File: src/hw/rtl/mer_pkg.sv
// ----------------------------------------------------------------------------
// Midpoint ellipse rasterizer package
// Control word layout, field codes and the microprogram ROM of the sequencer.
// ----------------------------------------------------------------------------
package mer_pkg;

    localparam int ADDR_W    = 6;
    localparam int AXIS_W    = 10;
    localparam int SQ_W      = 20;
    localparam int MULB_W    = 12;
    localparam int PROD_W    = 32;
    localparam int COORD_W   = 11;
    localparam int CFG_IDX_W = 2;

    // configuration register indexes
    localparam logic [CFG_IDX_W-1:0] CFG_SEMI_X = 2'd0;
    localparam logic [CFG_IDX_W-1:0] CFG_SEMI_Y = 2'd1;

    // drawing phase
    localparam logic [1:0] PH_A    = 2'd0;
    localparam logic [1:0] PH_B    = 2'd1;
    localparam logic [1:0] PH_DONE = 2'd2;

    // multiplier operand A
    localparam logic [1:0] MA_A  = 2'd0;
    localparam logic [1:0] MA_B  = 2'd1;
    localparam logic [1:0] MA_AA = 2'd2;
    localparam logic [1:0] MA_BB = 2'd3;

    // multiplier operand B
    localparam logic [2:0] MB_A   = 3'd0;
    localparam logic [2:0] MB_B   = 3'd1;
    localparam logic [2:0] MB_X   = 3'd2;
    localparam logic [2:0] MB_Y   = 3'd3;
    localparam logic [2:0] MB_X1D = 3'd4;
    localparam logic [2:0] MB_Y1D = 3'd5;

    // square register write
    localparam logic [1:0] SQ_NONE = 2'd0;
    localparam logic [1:0] SQ_AA   = 2'd1;
    localparam logic [1:0] SQ_BB   = 2'd2;

    // accumulator operation
    localparam logic [1:0] ACC_HOLD = 2'd0;
    localparam logic [1:0] ACC_ADD  = 2'd1;
    localparam logic [1:0] ACC_LOAD = 2'd2;
    localparam logic [1:0] ACC_DIV4 = 2'd3;

    // accumulator term source
    localparam logic [1:0] SRC_AA = 2'd0;
    localparam logic [1:0] SRC_BB = 2'd1;
    localparam logic [1:0] SRC_P  = 2'd2;

    // coordinate update
    localparam logic [2:0] XY_HOLD = 3'd0;
    localparam logic [2:0] XY_INC  = 3'd1;
    localparam logic [2:0] XY_DEC  = 3'd2;
    localparam logic [2:0] XY_AXIS = 3'd3;
    localparam logic [2:0] XY_ZERO = 3'd4;

    // emitted quadrant
    localparam logic [1:0] PT_PP = 2'd0;
    localparam logic [1:0] PT_NP = 2'd1;
    localparam logic [1:0] PT_PN = 2'd2;
    localparam logic [1:0] PT_NN = 2'd3;

    // jump condition
    localparam logic [2:0] CND_NONE    = 3'd0;
    localparam logic [2:0] CND_ALWAYS  = 3'd1;
    localparam logic [2:0] CND_NOT_A   = 3'd2;
    localparam logic [2:0] CND_NOT_B   = 3'd3;
    localparam logic [2:0] CND_Q_GE_P  = 3'd4;
    localparam logic [2:0] CND_Q_LE_P  = 3'd5;
    localparam logic [2:0] CND_NOT_NEG = 3'd6;

    // program labels
    localparam logic [ADDR_W-1:0] L_RESTART = 6'd0;
    localparam logic [ADDR_W-1:0] L_ADVANCE = 6'd7;
    localparam logic [ADDR_W-1:0] L_A_POS   = 6'd15;
    localparam logic [ADDR_W-1:0] L_A_END   = 6'd18;
    localparam logic [ADDR_W-1:0] L_B_CHK   = 6'd23;
    localparam logic [ADDR_W-1:0] L_B_POS   = 6'd27;
    localparam logic [ADDR_W-1:0] L_EMIT4   = 6'd30;
    localparam logic [ADDR_W-1:0] L_B_END   = 6'd34;
    localparam logic [ADDR_W-1:0] L_DONE    = 6'd35;

    typedef struct packed {
        logic [1:0]        ma;
        logic [2:0]        mb;
        logic              mul_en;
        logic              mul_q;
        logic [1:0]        sq_wr;
        logic [1:0]        acc_op;
        logic [1:0]        acc_src;
        logic [1:0]        acc_sh;
        logic              acc_neg;
        logic [2:0]        x_op;
        logic [2:0]        y_op;
        logic              ph_wr;
        logic [1:0]        ph_val;
        logic              emit;
        logic [1:0]        pt;
        logic              last;
        logic              done;
        logic [2:0]        cnd;
        logic [ADDR_W-1:0] target;
        logic              fin;
    } ctrl_t;

    function automatic ctrl_t ucode(input logic [ADDR_W-1:0] addr);
        ctrl_t w;
        w = '0;
        unique case (addr)
            // restart: squares, region A start decision, point (0,b)
            6'd0:
            begin
                w.ma = MA_A; w.mb = MB_A; w.mul_en = 1'b1;
            end
            6'd1:
            begin
                w.sq_wr = SQ_AA; w.ma = MA_B; w.mb = MB_B; w.mul_en = 1'b1;
            end
            6'd2:
            begin
                w.sq_wr = SQ_BB; w.ma = MA_AA; w.mb = MB_B; w.mul_en = 1'b1;
                w.acc_op = ACC_LOAD; w.acc_src = SRC_AA;
            end
            6'd3:
            begin
                w.acc_op = ACC_ADD; w.acc_src = SRC_BB; w.acc_sh = 2'd2;
            end
            6'd4:
            begin
                w.acc_op = ACC_ADD; w.acc_src = SRC_P; w.acc_sh = 2'd2; w.acc_neg = 1'b1;
            end
            6'd5:
            begin
                w.acc_op = ACC_DIV4; w.x_op = XY_ZERO; w.y_op = XY_AXIS;
                w.ph_wr = 1'b1; w.ph_val = PH_A;
            end
            6'd6:
            begin
                w.emit = 1'b1; w.pt = PT_PP; w.last = 1'b1; w.fin = 1'b1;
            end
            // advance: squares, then q = bb*x and p = aa*y for the slope test
            6'd7:
            begin
                w.ma = MA_A; w.mb = MB_A; w.mul_en = 1'b1;
            end
            6'd8:
            begin
                w.sq_wr = SQ_AA; w.ma = MA_B; w.mb = MB_B; w.mul_en = 1'b1;
            end
            6'd9:
            begin
                w.sq_wr = SQ_BB; w.ma = MA_AA; w.mb = MB_Y; w.mul_en = 1'b1;
            end
            6'd10:
            begin
                w.ma = MA_BB; w.mb = MB_X; w.mul_en = 1'b1; w.mul_q = 1'b1;
            end
            6'd11:
            begin
                w.cnd = CND_NOT_A; w.target = L_B_CHK;
            end
            // region A step
            6'd12:
            begin
                w.cnd = CND_Q_GE_P; w.target = L_A_END;
            end
            6'd13:
            begin
                w.ma = MA_BB; w.mb = MB_X1D; w.mul_en = 1'b1; w.x_op = XY_INC;
                w.cnd = CND_NOT_NEG; w.target = L_A_POS;
            end
            6'd14:
            begin
                w.acc_op = ACC_ADD; w.acc_src = SRC_P;
                w.cnd = CND_ALWAYS; w.target = L_EMIT4;
            end
            6'd15:
            begin
                w.acc_op = ACC_ADD; w.acc_src = SRC_P; w.y_op = XY_DEC;
            end
            6'd16:
            begin
                w.ma = MA_AA; w.mb = MB_Y; w.mul_en = 1'b1;
            end
            6'd17:
            begin
                w.acc_op = ACC_ADD; w.acc_src = SRC_P; w.acc_sh = 2'd1; w.acc_neg = 1'b1;
                w.cnd = CND_ALWAYS; w.target = L_EMIT4;
            end
            // region A finished: region B start decision, point (a,0)
            6'd18:
            begin
                w.ma = MA_BB; w.mb = MB_A; w.mul_en = 1'b1;
                w.acc_op = ACC_LOAD; w.acc_src = SRC_BB;
            end
            6'd19:
            begin
                w.acc_op = ACC_ADD; w.acc_src = SRC_AA; w.acc_sh = 2'd2;
            end
            6'd20:
            begin
                w.acc_op = ACC_ADD; w.acc_src = SRC_P; w.acc_sh = 2'd2; w.acc_neg = 1'b1;
            end
            6'd21:
            begin
                w.acc_op = ACC_DIV4; w.x_op = XY_AXIS; w.y_op = XY_ZERO;
                w.ph_wr = 1'b1; w.ph_val = PH_B;
            end
            6'd22:
            begin
                w.emit = 1'b1; w.pt = PT_PP; w.last = 1'b1; w.fin = 1'b1;
            end
            // region B step
            6'd23:
            begin
                w.cnd = CND_NOT_B; w.target = L_DONE;
            end
            6'd24:
            begin
                w.cnd = CND_Q_LE_P; w.target = L_B_END;
            end
            6'd25:
            begin
                w.ma = MA_AA; w.mb = MB_Y1D; w.mul_en = 1'b1; w.y_op = XY_INC;
                w.cnd = CND_NOT_NEG; w.target = L_B_POS;
            end
            6'd26:
            begin
                w.acc_op = ACC_ADD; w.acc_src = SRC_P;
                w.cnd = CND_ALWAYS; w.target = L_EMIT4;
            end
            6'd27:
            begin
                w.acc_op = ACC_ADD; w.acc_src = SRC_P; w.x_op = XY_DEC;
            end
            6'd28:
            begin
                w.ma = MA_BB; w.mb = MB_X; w.mul_en = 1'b1;
            end
            6'd29:
            begin
                w.acc_op = ACC_ADD; w.acc_src = SRC_P; w.acc_sh = 2'd1; w.acc_neg = 1'b1;
            end
            // four mirrored points
            6'd30:
            begin
                w.emit = 1'b1; w.pt = PT_PP;
            end
            6'd31:
            begin
                w.emit = 1'b1; w.pt = PT_NP;
            end
            6'd32:
            begin
                w.emit = 1'b1; w.pt = PT_PN;
            end
            6'd33:
            begin
                w.emit = 1'b1; w.pt = PT_NN; w.last = 1'b1; w.fin = 1'b1;
            end
            6'd34:
            begin
                w.ph_wr = 1'b1; w.ph_val = PH_DONE;
            end
            6'd35:
            begin
                w.emit = 1'b1; w.done = 1'b1; w.last = 1'b1; w.fin = 1'b1;
            end
            default:
            begin
                w.fin = 1'b1;
            end
        endcase
        return w;
    endfunction

endpackage

File: src/hw/rtl/midpoint_ellipse_rasterizer.sv
// ----------------------------------------------------------------------------
// Midpoint ellipse rasterizer
// Microcoded sequencer over one shared multiplier and a decision accumulator.
// ----------------------------------------------------------------------------
// A restart transfer loads region A at (0,b) and returns that point. An
// advance transfer runs one midpoint step: the four mirrored points come out
// one per cycle while the output is not stalled; a region change returns its
// single start point and a finished drawing its done result. A stalled output
// holds the sequencer at its next emitting step. The microprogram uses the
// single 20x12 multiplier several times per step (squares, slope test products
// and decision terms), and the output register holds one point at a time. One
// item is in work at a time; in_stall is high from the input transfer until
// the last result is loaded.
module midpoint_ellipse_rasterizer #(
    parameter int DECISION_BITS = 48
) (
    input  logic                                 clk,
    input  logic                                 rst_n,
    input  logic                                 in_valid,
    output logic                                 in_stall,
    input  logic                                 restart,
    input  logic                                 cfg_valid,
    output logic                                 cfg_ready,
    input  logic [mer_pkg::CFG_IDX_W-1:0]        cfg_index,
    input  logic [mer_pkg::AXIS_W-1:0]           cfg_data,
    output logic                                 out_valid,
    input  logic                                 out_stall,
    output logic signed [mer_pkg::COORD_W-1:0]   px,
    output logic signed [mer_pkg::COORD_W-1:0]   py,
    output logic                                 region,
    output logic                                 done_res,
    output logic                                 last
);

    localparam int DB = DECISION_BITS;

    logic [mer_pkg::AXIS_W-1:0]  semi_x_reg, semi_x_next;
    logic [mer_pkg::AXIS_W-1:0]  semi_y_reg, semi_y_next;
    logic [mer_pkg::AXIS_W-1:0]  x_reg, x_next;
    logic [mer_pkg::AXIS_W-1:0]  y_reg, y_next;
    logic [DB-1:0]               acc_reg, acc_next;
    logic [1:0]                  phase_reg, phase_next;
    logic                        busy_reg, busy_next;
    logic [mer_pkg::ADDR_W-1:0]  pc_reg, pc_next;
    logic                        out_valid_reg, out_valid_next;

    logic [mer_pkg::SQ_W-1:0]    aa_reg, aa_next;
    logic [mer_pkg::SQ_W-1:0]    bb_reg, bb_next;
    logic [mer_pkg::PROD_W-1:0]  p_reg, p_next;
    logic [mer_pkg::PROD_W-1:0]  q_reg, q_next;
    logic [mer_pkg::COORD_W-1:0] px_reg, px_next;
    logic [mer_pkg::COORD_W-1:0] py_reg, py_next;
    logic                        region_reg, region_next;
    logic                        done_reg, done_next;
    logic                        last_reg, last_next;

    mer_pkg::ctrl_t              cw;
    logic                        step_go;
    logic                        taken;
    logic [mer_pkg::SQ_W-1:0]    mul_a;
    logic [mer_pkg::MULB_W-1:0]  mul_b;
    logic [mer_pkg::PROD_W-1:0]  prod;
    logic [mer_pkg::PROD_W-1:0]  src_val;
    logic [DB-1:0]               term_sh;
    logic [DB-1:0]               term;
    logic [DB-1:0]               acc_adj;
    logic [mer_pkg::COORD_W-1:0] xw, yw;

    assign cw        = mer_pkg::ucode(pc_reg);
    assign in_stall  = busy_reg;
    assign cfg_ready = 1'b1;
    assign out_valid = out_valid_reg;
    assign px        = px_reg;
    assign py        = py_reg;
    assign region    = region_reg;
    assign done_res  = done_reg;
    assign last      = last_reg;

    // an emitting step waits for the output register to free up
    assign step_go = busy_reg && (!cw.emit || !out_valid_reg || !out_stall);

    always_comb
    begin
        unique case (cw.cnd)
            mer_pkg::CND_NONE:    taken = 1'b0;
            mer_pkg::CND_ALWAYS:  taken = 1'b1;
            mer_pkg::CND_NOT_A:   taken = (phase_reg != mer_pkg::PH_A);
            mer_pkg::CND_NOT_B:   taken = (phase_reg != mer_pkg::PH_B);
            mer_pkg::CND_Q_GE_P:  taken = (q_reg >= p_reg);
            mer_pkg::CND_Q_LE_P:  taken = (q_reg <= p_reg);
            mer_pkg::CND_NOT_NEG: taken = !acc_reg[DB-1];
            default:              taken = 1'b0;
        endcase
    end

    // shared multiplier
    always_comb
    begin
        unique case (cw.ma)
            mer_pkg::MA_A:  mul_a = {10'd0, semi_x_reg};
            mer_pkg::MA_B:  mul_a = {10'd0, semi_y_reg};
            mer_pkg::MA_AA: mul_a = aa_reg;
            mer_pkg::MA_BB: mul_a = bb_reg;
            default:        mul_a = aa_reg;
        endcase
        unique case (cw.mb)
            mer_pkg::MB_A:   mul_b = {2'd0, semi_x_reg};
            mer_pkg::MB_B:   mul_b = {2'd0, semi_y_reg};
            mer_pkg::MB_X:   mul_b = {2'd0, x_reg};
            mer_pkg::MB_Y:   mul_b = {2'd0, y_reg};
            mer_pkg::MB_X1D: mul_b = {1'b0, x_reg, 1'b1} + 12'd2;
            mer_pkg::MB_Y1D: mul_b = {1'b0, y_reg, 1'b1} + 12'd2;
            default:         mul_b = '0;
        endcase
        prod = {12'd0, mul_a} * {20'd0, mul_b};
    end

    // accumulator term: source scaled by 1, 2 or 4, optionally negated
    always_comb
    begin
        unique case (cw.acc_src)
            mer_pkg::SRC_AA: src_val = {12'd0, aa_reg};
            mer_pkg::SRC_BB: src_val = {12'd0, bb_reg};
            mer_pkg::SRC_P:  src_val = p_reg;
            default:         src_val = p_reg;
        endcase
        term_sh = DB'(src_val) << cw.acc_sh;
        term    = cw.acc_neg ? (DB'(0) - term_sh) : term_sh;
        // divide by 4 truncating toward zero: bias negative values by 3
        acc_adj = acc_reg + (acc_reg[DB-1] ? {{(DB-2){1'b0}}, 2'b11} : DB'(0));
    end

    always_comb
    begin
        semi_x_next    = semi_x_reg;
        semi_y_next    = semi_y_reg;
        x_next         = x_reg;
        y_next         = y_reg;
        acc_next       = acc_reg;
        phase_next     = phase_reg;
        busy_next      = busy_reg;
        pc_next        = pc_reg;
        out_valid_next = out_valid_reg;
        aa_next        = aa_reg;
        bb_next        = bb_reg;
        p_next         = p_reg;
        q_next         = q_reg;
        px_next        = px_reg;
        py_next        = py_reg;
        region_next    = region_reg;
        done_next      = done_reg;
        last_next      = last_reg;
        xw             = {1'b0, x_reg};
        yw             = {1'b0, y_reg};

        if (cfg_valid)
        begin
            unique case (cfg_index)
                mer_pkg::CFG_SEMI_X: semi_x_next = cfg_data;
                mer_pkg::CFG_SEMI_Y: semi_y_next = cfg_data;
                default:
                begin
                end
            endcase
        end

        if (out_valid_reg && !out_stall)
        begin
            out_valid_next = 1'b0;
        end

        if (!busy_reg)
        begin
            if (in_valid)
            begin
                busy_next = 1'b1;
                pc_next   = restart ? mer_pkg::L_RESTART : mer_pkg::L_ADVANCE;
            end
        end
        else if (step_go)
        begin
            pc_next = taken ? cw.target : pc_reg + 1'b1;
            if (cw.fin)
            begin
                busy_next = 1'b0;
            end

            if (cw.mul_en)
            begin
                if (cw.mul_q)
                    q_next = prod;
                else
                    p_next = prod;
            end

            unique case (cw.sq_wr)
                mer_pkg::SQ_AA: aa_next = p_reg[mer_pkg::SQ_W-1:0];
                mer_pkg::SQ_BB: bb_next = p_reg[mer_pkg::SQ_W-1:0];
                default:
                begin
                end
            endcase

            unique case (cw.acc_op)
                mer_pkg::ACC_ADD:  acc_next = acc_reg + term;
                mer_pkg::ACC_LOAD: acc_next = term;
                mer_pkg::ACC_DIV4: acc_next = {{2{acc_adj[DB-1]}}, acc_adj[DB-1:2]};
                default:
                begin
                end
            endcase

            case (cw.x_op)
                mer_pkg::XY_INC:  x_next = x_reg + 1'b1;
                mer_pkg::XY_DEC:  x_next = x_reg - 1'b1;
                mer_pkg::XY_AXIS: x_next = semi_x_reg;
                mer_pkg::XY_ZERO: x_next = '0;
                default:
                begin
                end
            endcase

            case (cw.y_op)
                mer_pkg::XY_INC:  y_next = y_reg + 1'b1;
                mer_pkg::XY_DEC:  y_next = y_reg - 1'b1;
                mer_pkg::XY_AXIS: y_next = semi_y_reg;
                mer_pkg::XY_ZERO: y_next = '0;
                default:
                begin
                end
            endcase

            if (cw.ph_wr)
            begin
                phase_next = cw.ph_val;
            end

            if (cw.emit)
            begin
                out_valid_next = 1'b1;
                last_next      = cw.last;
                done_next      = cw.done;
                if (cw.done)
                begin
                    px_next     = '0;
                    py_next     = '0;
                    region_next = 1'b0;
                end
                else
                begin
                    region_next = (phase_reg == mer_pkg::PH_B);
                    unique case (cw.pt)
                        mer_pkg::PT_PP:
                        begin
                            px_next = xw;
                            py_next = yw;
                        end
                        mer_pkg::PT_NP:
                        begin
                            px_next = 11'd0 - xw;
                            py_next = yw;
                        end
                        mer_pkg::PT_PN:
                        begin
                            px_next = xw;
                            py_next = 11'd0 - yw;
                        end
                        default:
                        begin
                            px_next = 11'd0 - xw;
                            py_next = 11'd0 - yw;
                        end
                    endcase
                end
            end
        end
    end

    always_ff @(posedge clk or negedge rst_n)
    begin
        if (!rst_n)
        begin
            semi_x_reg    <= 10'd80;
            semi_y_reg    <= 10'd50;
            x_reg         <= '0;
            y_reg         <= '0;
            acc_reg       <= '0;
            phase_reg     <= mer_pkg::PH_DONE;
            busy_reg      <= 1'b0;
            pc_reg        <= '0;
            out_valid_reg <= 1'b0;
        end
        else
        begin
            semi_x_reg    <= semi_x_next;
            semi_y_reg    <= semi_y_next;
            x_reg         <= x_next;
            y_reg         <= y_next;
            acc_reg       <= acc_next;
            phase_reg     <= phase_next;
            busy_reg      <= busy_next;
            pc_reg        <= pc_next;
            out_valid_reg <= out_valid_next;
        end
    end

    always_ff @(posedge clk)
    begin
        aa_reg     <= aa_next;
        bb_reg     <= bb_next;
        p_reg      <= p_next;
        q_reg      <= q_next;
        px_reg     <= px_next;
        py_reg     <= py_next;
        region_reg <= region_next;
        done_reg   <= done_next;
        last_reg   <= last_next;
    end

endmodule

File: config.mk
export PLATFORM = sky130hd
export DESIGN_NAME = midpoint_ellipse_rasterizer
export DESIGN_NICKNAME = d
export VERILOG_FILES = /design/src/hw/rtl/mer_pkg.sv /design/src/hw/rtl/midpoint_ellipse_rasterizer.sv
export SDC_FILE = /design/constraint.sdc
export NUM_CORES = 1
export LEC_CHECK = 0
export BUFFER_PORTS_ARGS = -buffer_cell sky130_fd_sc_hd__buf_2
export CELL_PAD_IN_SITES_DETAIL_PLACEMENT = 1
export CELL_PAD_IN_SITES_GLOBAL_PLACEMENT = 1
export CORE_ASPECT_RATIO = 0.8
export CORE_MARGIN = 2
export CORE_UTILIZATION = 23
export DETAILED_ROUTE_END_ITERATION = 8
export PLACE_DENSITY_LB_ADDON = 0.2
export SLEW_MARGIN = 10
export SYNTH_ARGS = -nofsm -noshare
export SYNTH_HDL_FRONTEND = slang
export SYNTH_SLANG_ARGS = --single-unit
File: constraint.sdc
create_clock -name clk -period 8.2 [get_ports clk]
set_input_delay 1.23 -clock clk [delete_from_list [all_inputs] [get_ports clk]]
set_output_delay 1.23 -clock clk [all_outputs]
set_load 0.02 [all_outputs]
==> results of run 1 <==
==> area by class of cell <==
class / count / area (um2)
inverters: 280 / 1050
flip-flops and latches: 227 / 6330
well taps: 1430 / 1790
fillers: 12700 / 79200
clock inverters: 26 / 280
clock buffers: 32 / 779
repair buffers: 224 / 1700
multi-input cells: 2263 / 17700
==> per-stage QoR <==
stage	util	worst slack, ns	instances
floorplan	-	0.0944	2926
global placement	0.258	0.0563	4403
detailed placement	0.258	-0.0231	4403
CTS	0.268	0.00578	4461
global route	0.272	-0.0253	4482
finish	0.272	0.364	4482
==> routing by layer <==
layer / GRT usage / part of all wire / up-vias
met5: 0 / 0 / -
met4: 0.0279 / 0.017 / 0
met3: 0.0158 / 0.033 / 72
met2: 0.251 / 0.43 / 270
met1: 0.242 / 0.52 / 10900
li1: - / - / 10400
==> worst max path at each step <==
stage	startpoint	end	slack [ns]
3_5_place_dp	pc_reg[0]	p_reg[28]	-0.02
5_1_grt	pc_reg[1]	p_reg[28]	-0.03
3_3_place_gp	pc_reg[1]	p_reg[28]	0.06
4_1_cts	pc_reg[0]	p_reg[28]	0.006
2_1_floorplan	pc_reg[5]	p_reg[28]	0.09
6_report	pc_reg[1]	p_reg[28]	0.36
==> worst reg2reg max path: cells and delay by family (launching register included) <==
kind / cells / cell delay [ns]
buffers and inverters: 4 / 0.37
and+or+nand+nor: 11 / 2.65
xor gates and xnor gates: 2 / 0.32
DFF: 1 / 0.39
adders and majority gates: 7 / 3.06
AOI/OAI and AO/OA: 6 / 0.76
==> what timing repair did <==
action,4_1_cts,5_1_grt
hold buffers,0,0
setup buffers,0,18
gates resized for setup,8,71
cloned,0,3
pin swaps,0,33
setup endpoints to repair,10,26
==> cells by family after synthesis <==
group,count (synthesis)
buffers and inverters,437
AOI/OAI and AO/OA,689
other,1
adders and majority gates,357
DFF,227
muxes,90
and+or+nand+nor,944
xor gates and xnor gates,181
==> cell usage after synthesis, drive strengths merged, types with 24 or more instances <==
cell type,number,area (um2)
nand2b,24,150
and2,71,444
xor2,62,562
clkbuf,126,473
a21o,54,405
inv,279,1050
dfrtp,92,2300
nand3,84,420
edfxtp,129,3870
buf,31,166
a21oi,192,972
xnor2,119,1050
fa,183,3660
mux2,29,327
nor2,184,701
mux2i,58,581
a31oi,35,234
a211oi,32,245
nand2,371,1390
nor3,67,352
a22oi,24,180
o21ai,166,831
ha,174,2180
nor2b,31,194
==> results.json, run 1 <==
{
  "io_pins": 46,
  "die_w_um": 375,
  "fin_area_um2": 29600,
  "yosysUniqueCellTypes": 92,
  "fp.dieArea_um2": 113000,
  "fmax_mhz": 128,
  "numCtsBuffers": 31,
  "synth-compound-area-share": 0.174,
  "required_ns": 8.56,
  "cp_num_cells": 30,
  "status": "completed",
  "initial_core_util": 0.233,
  "synth_fa_ha_area_frac": 0.231,
  "dp_hpwl_um": 70700,
  "drive_above_1_share": 0.138,
  "min_period_ns": 7.84,
  "synth_xor_area_frac": 0.0637,
  "setup-violations-final": 0,
  "r2r_start": "pc_reg[1]",
  "drc": 0,
  "crit_slowest_cell": "fa_1",
  "arrival_ns": 8.20,
  "fin_nets": 3402,
  "yosys.area_share.simple": 0.176,
  "worstHoldPathCells": 0,
  "max_cap_violations": 0,
  "async_flop_share": 0.432,
  "clkTransAtPathRegs_ns": 0.06,
  "synth_top_family_by_area": "adder cells",
  "clock_latency_ns": 0.64,
  "critPathMaxFanout": 6,
  "synth_cells": 2926,
  "antenna_found_initial": 0,
  "skew_ns": 0.0280,
  "layout_commonest_cell": "nand2_1",
  "largest_register_ffs": 48,
  "synth.ff_latch_count": 227,
  "ys.flop_type": "edfxtp_1",
  "crit_family": "adder cells",
  "rows": 108,
  "holdCritStartpoint": "p_reg[17]",
  "first_global_vias": 22500,
  "core_um2": 109000,
  "rr_endpoint": "p_reg[28]",
  "synth_nets": 3301,
  "grt_pass1_wl_um": 141000,
  "drt_iter0_markers": 1210,
  "cpMostUsedCell": "fa_1",
  "ant_nets": 0,
  "relSlewSlack": 0.323,
  "reg2reg_depth": 30,
  "grt-ovfl-total": 0,
  "critPathLaunchType": "register",
  "synth_warnings": 0,
  "worst_pin_slew_ns": 1.01,
  "cp_num_buf_inv": 4,
  "avgSynthCellArea_um2": 8.65,
  "r2r_setup_slack_ns": 0.36,
  "fin_tns_setup_ns": 0,
  "cts_tree": "yes",
  "htreeDepth": 1,
  "mostFrequentLayoutCells": "nand2_1, inv_1, fa_1",
  "grt_max_degree": 74,
  "drv_slew": 0,
  "hold_path.class": "register to register",
  "endpoint_kind": "register",
  "antenna_cells": 0,
  "whs_ns": 0.509,
  "num_vias": 21600,
  "grt_usage": 0.161,
  "die_h_um": 301,
  "crit_path_max_incr_delay_ns": 0.51,
  "gp_congestion": 0.828,
  "synthMuxAreaShare": 0.0385,
  "crit_type": "register to register",
  "vias_per_cell": 4.82,
  "finalHoldViolCount": 0,
  "io_buffers": 44,
  "totalWireLength_um": 91100,
  "wl_per_cell_um": 20.3,
  "min_to": "aa_reg[17]",
  "synth-seq-area-share": 0.250,
  "fin_crit_sh": 0.956,
  "dpl_cell_area_um2": 28100,
  "dr.pass1.iters": 7,
  "area_growth_syn_to_layout_pct": 17.1,
  "synth_area_um2": 25300,
  "clockRootBuffer": "clkbuf_16",
  "clock_path_buffers": 3,
  "synth_edf_count": 129,
  "clock_sinks": 227
}
Power of run 1 is not shown: default switching activity piles up to over one toggle a cycle in this logic, so the estimate is an artifact.
==> run 2, diff against run 1 <==
Clock period 8.2 ns to 7.98 ns, I/O delays scaled along.
==> results.json, run 2 (synthesis results as in run 1) <==
{
  "crit_type": "register to register",
  "drive_above_1_share": 0.159,
  "ant_nets": 0,
  "finalHoldViolCount": 0,
  "reg2reg_depth": 34,
  "clockRootBuffer": "clkbuf_16",
  "dp_hpwl_um": 71000,
  "endpoint_kind": "register",
  "io_pins": 46,
  "crit_slowest_cell": "fa_1",
  "whs_ns": 0.503,
  "fill_cells": 12700,
  "drt_iter0_markers": 1166,
  "fmax_mhz": 130,
  "fp.dieArea_um2": 113000,
  "drc": 0,
  "arrival_ns": 8.06,
  "cts_tree": "yes",
  "worst_pin_slew_ns": 1.11,
  "grt_setup_unrepaired": "true",
  "largest_register_ffs": 48,
  "clock_latency_ns": 0.63,
  "dr.pass1.iters": 5,
  "clkTransAtPathRegs_ns": 0.06,
  "grt_max_degree": 74,
  "critPathLaunchType": "register",
  "clock_sinks": 227,
  "grt_usage": 0.161,
  "skew_ns": 0.0260,
  "gp_congestion": 0.824,
  "required_ns": 8.33,
  "vias_per_cell": 4.80,
  "critPathMaxFanout": 10,
  "setup-violations-final": 0,
  "antenna_found_initial": 1,
  "htreeDepth": 1,
  "hold_path.class": "register to register",
  "mostFrequentLayoutCells": "nand2_1, inv_1, buf_4",
  "wl_per_cell_um": 20.2,
  "rows": 108,
  "min_period_ns": 7.71,
  "drv_slew": 0,
  "die_h_um": 301,
  "num_vias": 21700,
  "die_w_um": 375,
  "fin_crit_sh": 0.966,
  "max_cap_violations": 0,
  "grt_pass1_wl_um": 141000,
  "crit_path_max_incr_delay_ns": 0.54,
  "relSlewSlack": 0.258,
  "layout_commonest_cell": "nand2_1",
  "cpMostUsedCell": "fa_1",
  "totalWireLength_um": 91700,
  "status": "completed",
  "core_um2": 109000,
  "worstHoldPathCells": 0,
  "io_buffers": 44,
  "initial_core_util": 0.233,
  "hold_buffers": 0,
  "fin_nets": 3447,
  "grt-ovfl-total": 0,
  "numCtsBuffers": 31,
  "first_global_vias": 22800,
  "clock_path_buffers": 3,
  "area_growth_syn_to_layout_pct": 19.4
}
-- run 2: changes by cell type in the layout (fill, tap and decap cells not counted), sizes merged --
cell,change
buf,+43
diode,+2
bufinv,-3
inv,+3
clkinvlp,-2
clkbuf,+8
clkinv,-5
-- run 2: per-layer routing --
layer / part of all wire / GRT usage
met5: 0 / 0
met4: 0.013 / 0.0236
met3: 0.030 / 0.0164
met2: 0.43 / 0.252
met1: 0.52 / 0.242
-- run 2: repair_timing --
action	CTS	global route
setup buffers	5	23
cloned	0	6
pin swaps	2	65
gates resized for setup	12	114
setup endpoints to repair	16	37
-- run 2: through the flow --
step | std cells | TNS, ns | instance area [um2] | worst slack [ns] | util
finish | 4528 | 0 | 30200 | 0.272 | 0.278
global route | 4526 | -0.859 | 30200 | -0.112 | 0.278
CTS | 4498 | 0 | 29500 | 0.00174 | 0.271
detailed placement | 4436 | -1.46 | 28400 | -0.176 | 0.261
global placement | 4436 | -0.238 | 28400 | -0.0533 | 0.261
floorplan | 2926 | 0 | 25300 | 0.0150 | -
-- run 2: path summary, 6_finish.rpt --
| check | from | endpoint | slack, ns |
|---|---|---|---|
| setup reg to reg | pc_reg[1] | p_reg[28] | 0.27 |
| hold / removal | p_reg[17] | aa_reg[17] | 0.50 |
| min in group asynchronous | rst_n | acc_reg[46] | 0.63 |
| max in group asynchronous | rst_n | semi_x_reg[9] | 6.04 |
| hold reg to reg | p_reg[17] | aa_reg[17] | 0.50 |
| setup / recovery | pc_reg[1] | p_reg[28] | 0.27 |
-- run 2: layout make-up --
| class | instances | area, um2 | share of cell area |
|---|---|---|---|
| tap | 1430 | 1790 | 0.0592 |
| clock inverter | 19 | 154 | 0.00510 |
| antenna | 2 | 5.00 | 0.000166 |
| timing repair buffer | 269 | 2220 | 0.0735 |
| clock buffer | 38 | 812 | 0.0269 |
| multi-input combinational | 2263 | 17800 | 0.591 |
| inverter | 280 | 1050 | 0.0348 |
| sequential | 227 | 6330 | 0.210 |
-- run 2: worst max-delay path: cells and delay by family (launching register included) --
family / cells / cell delay (ns)
adders and majority gates: 7 / 2.98
and+or+nand+nor: 11 / 2.00
AOI/OAI and AO/OA: 7 / 1.05
buffers and inverters: 7 / 0.66
DFF: 1 / 0.39
xor gates and xnor gates: 2 / 0.32
Power of run 2 is left out for the same reason.
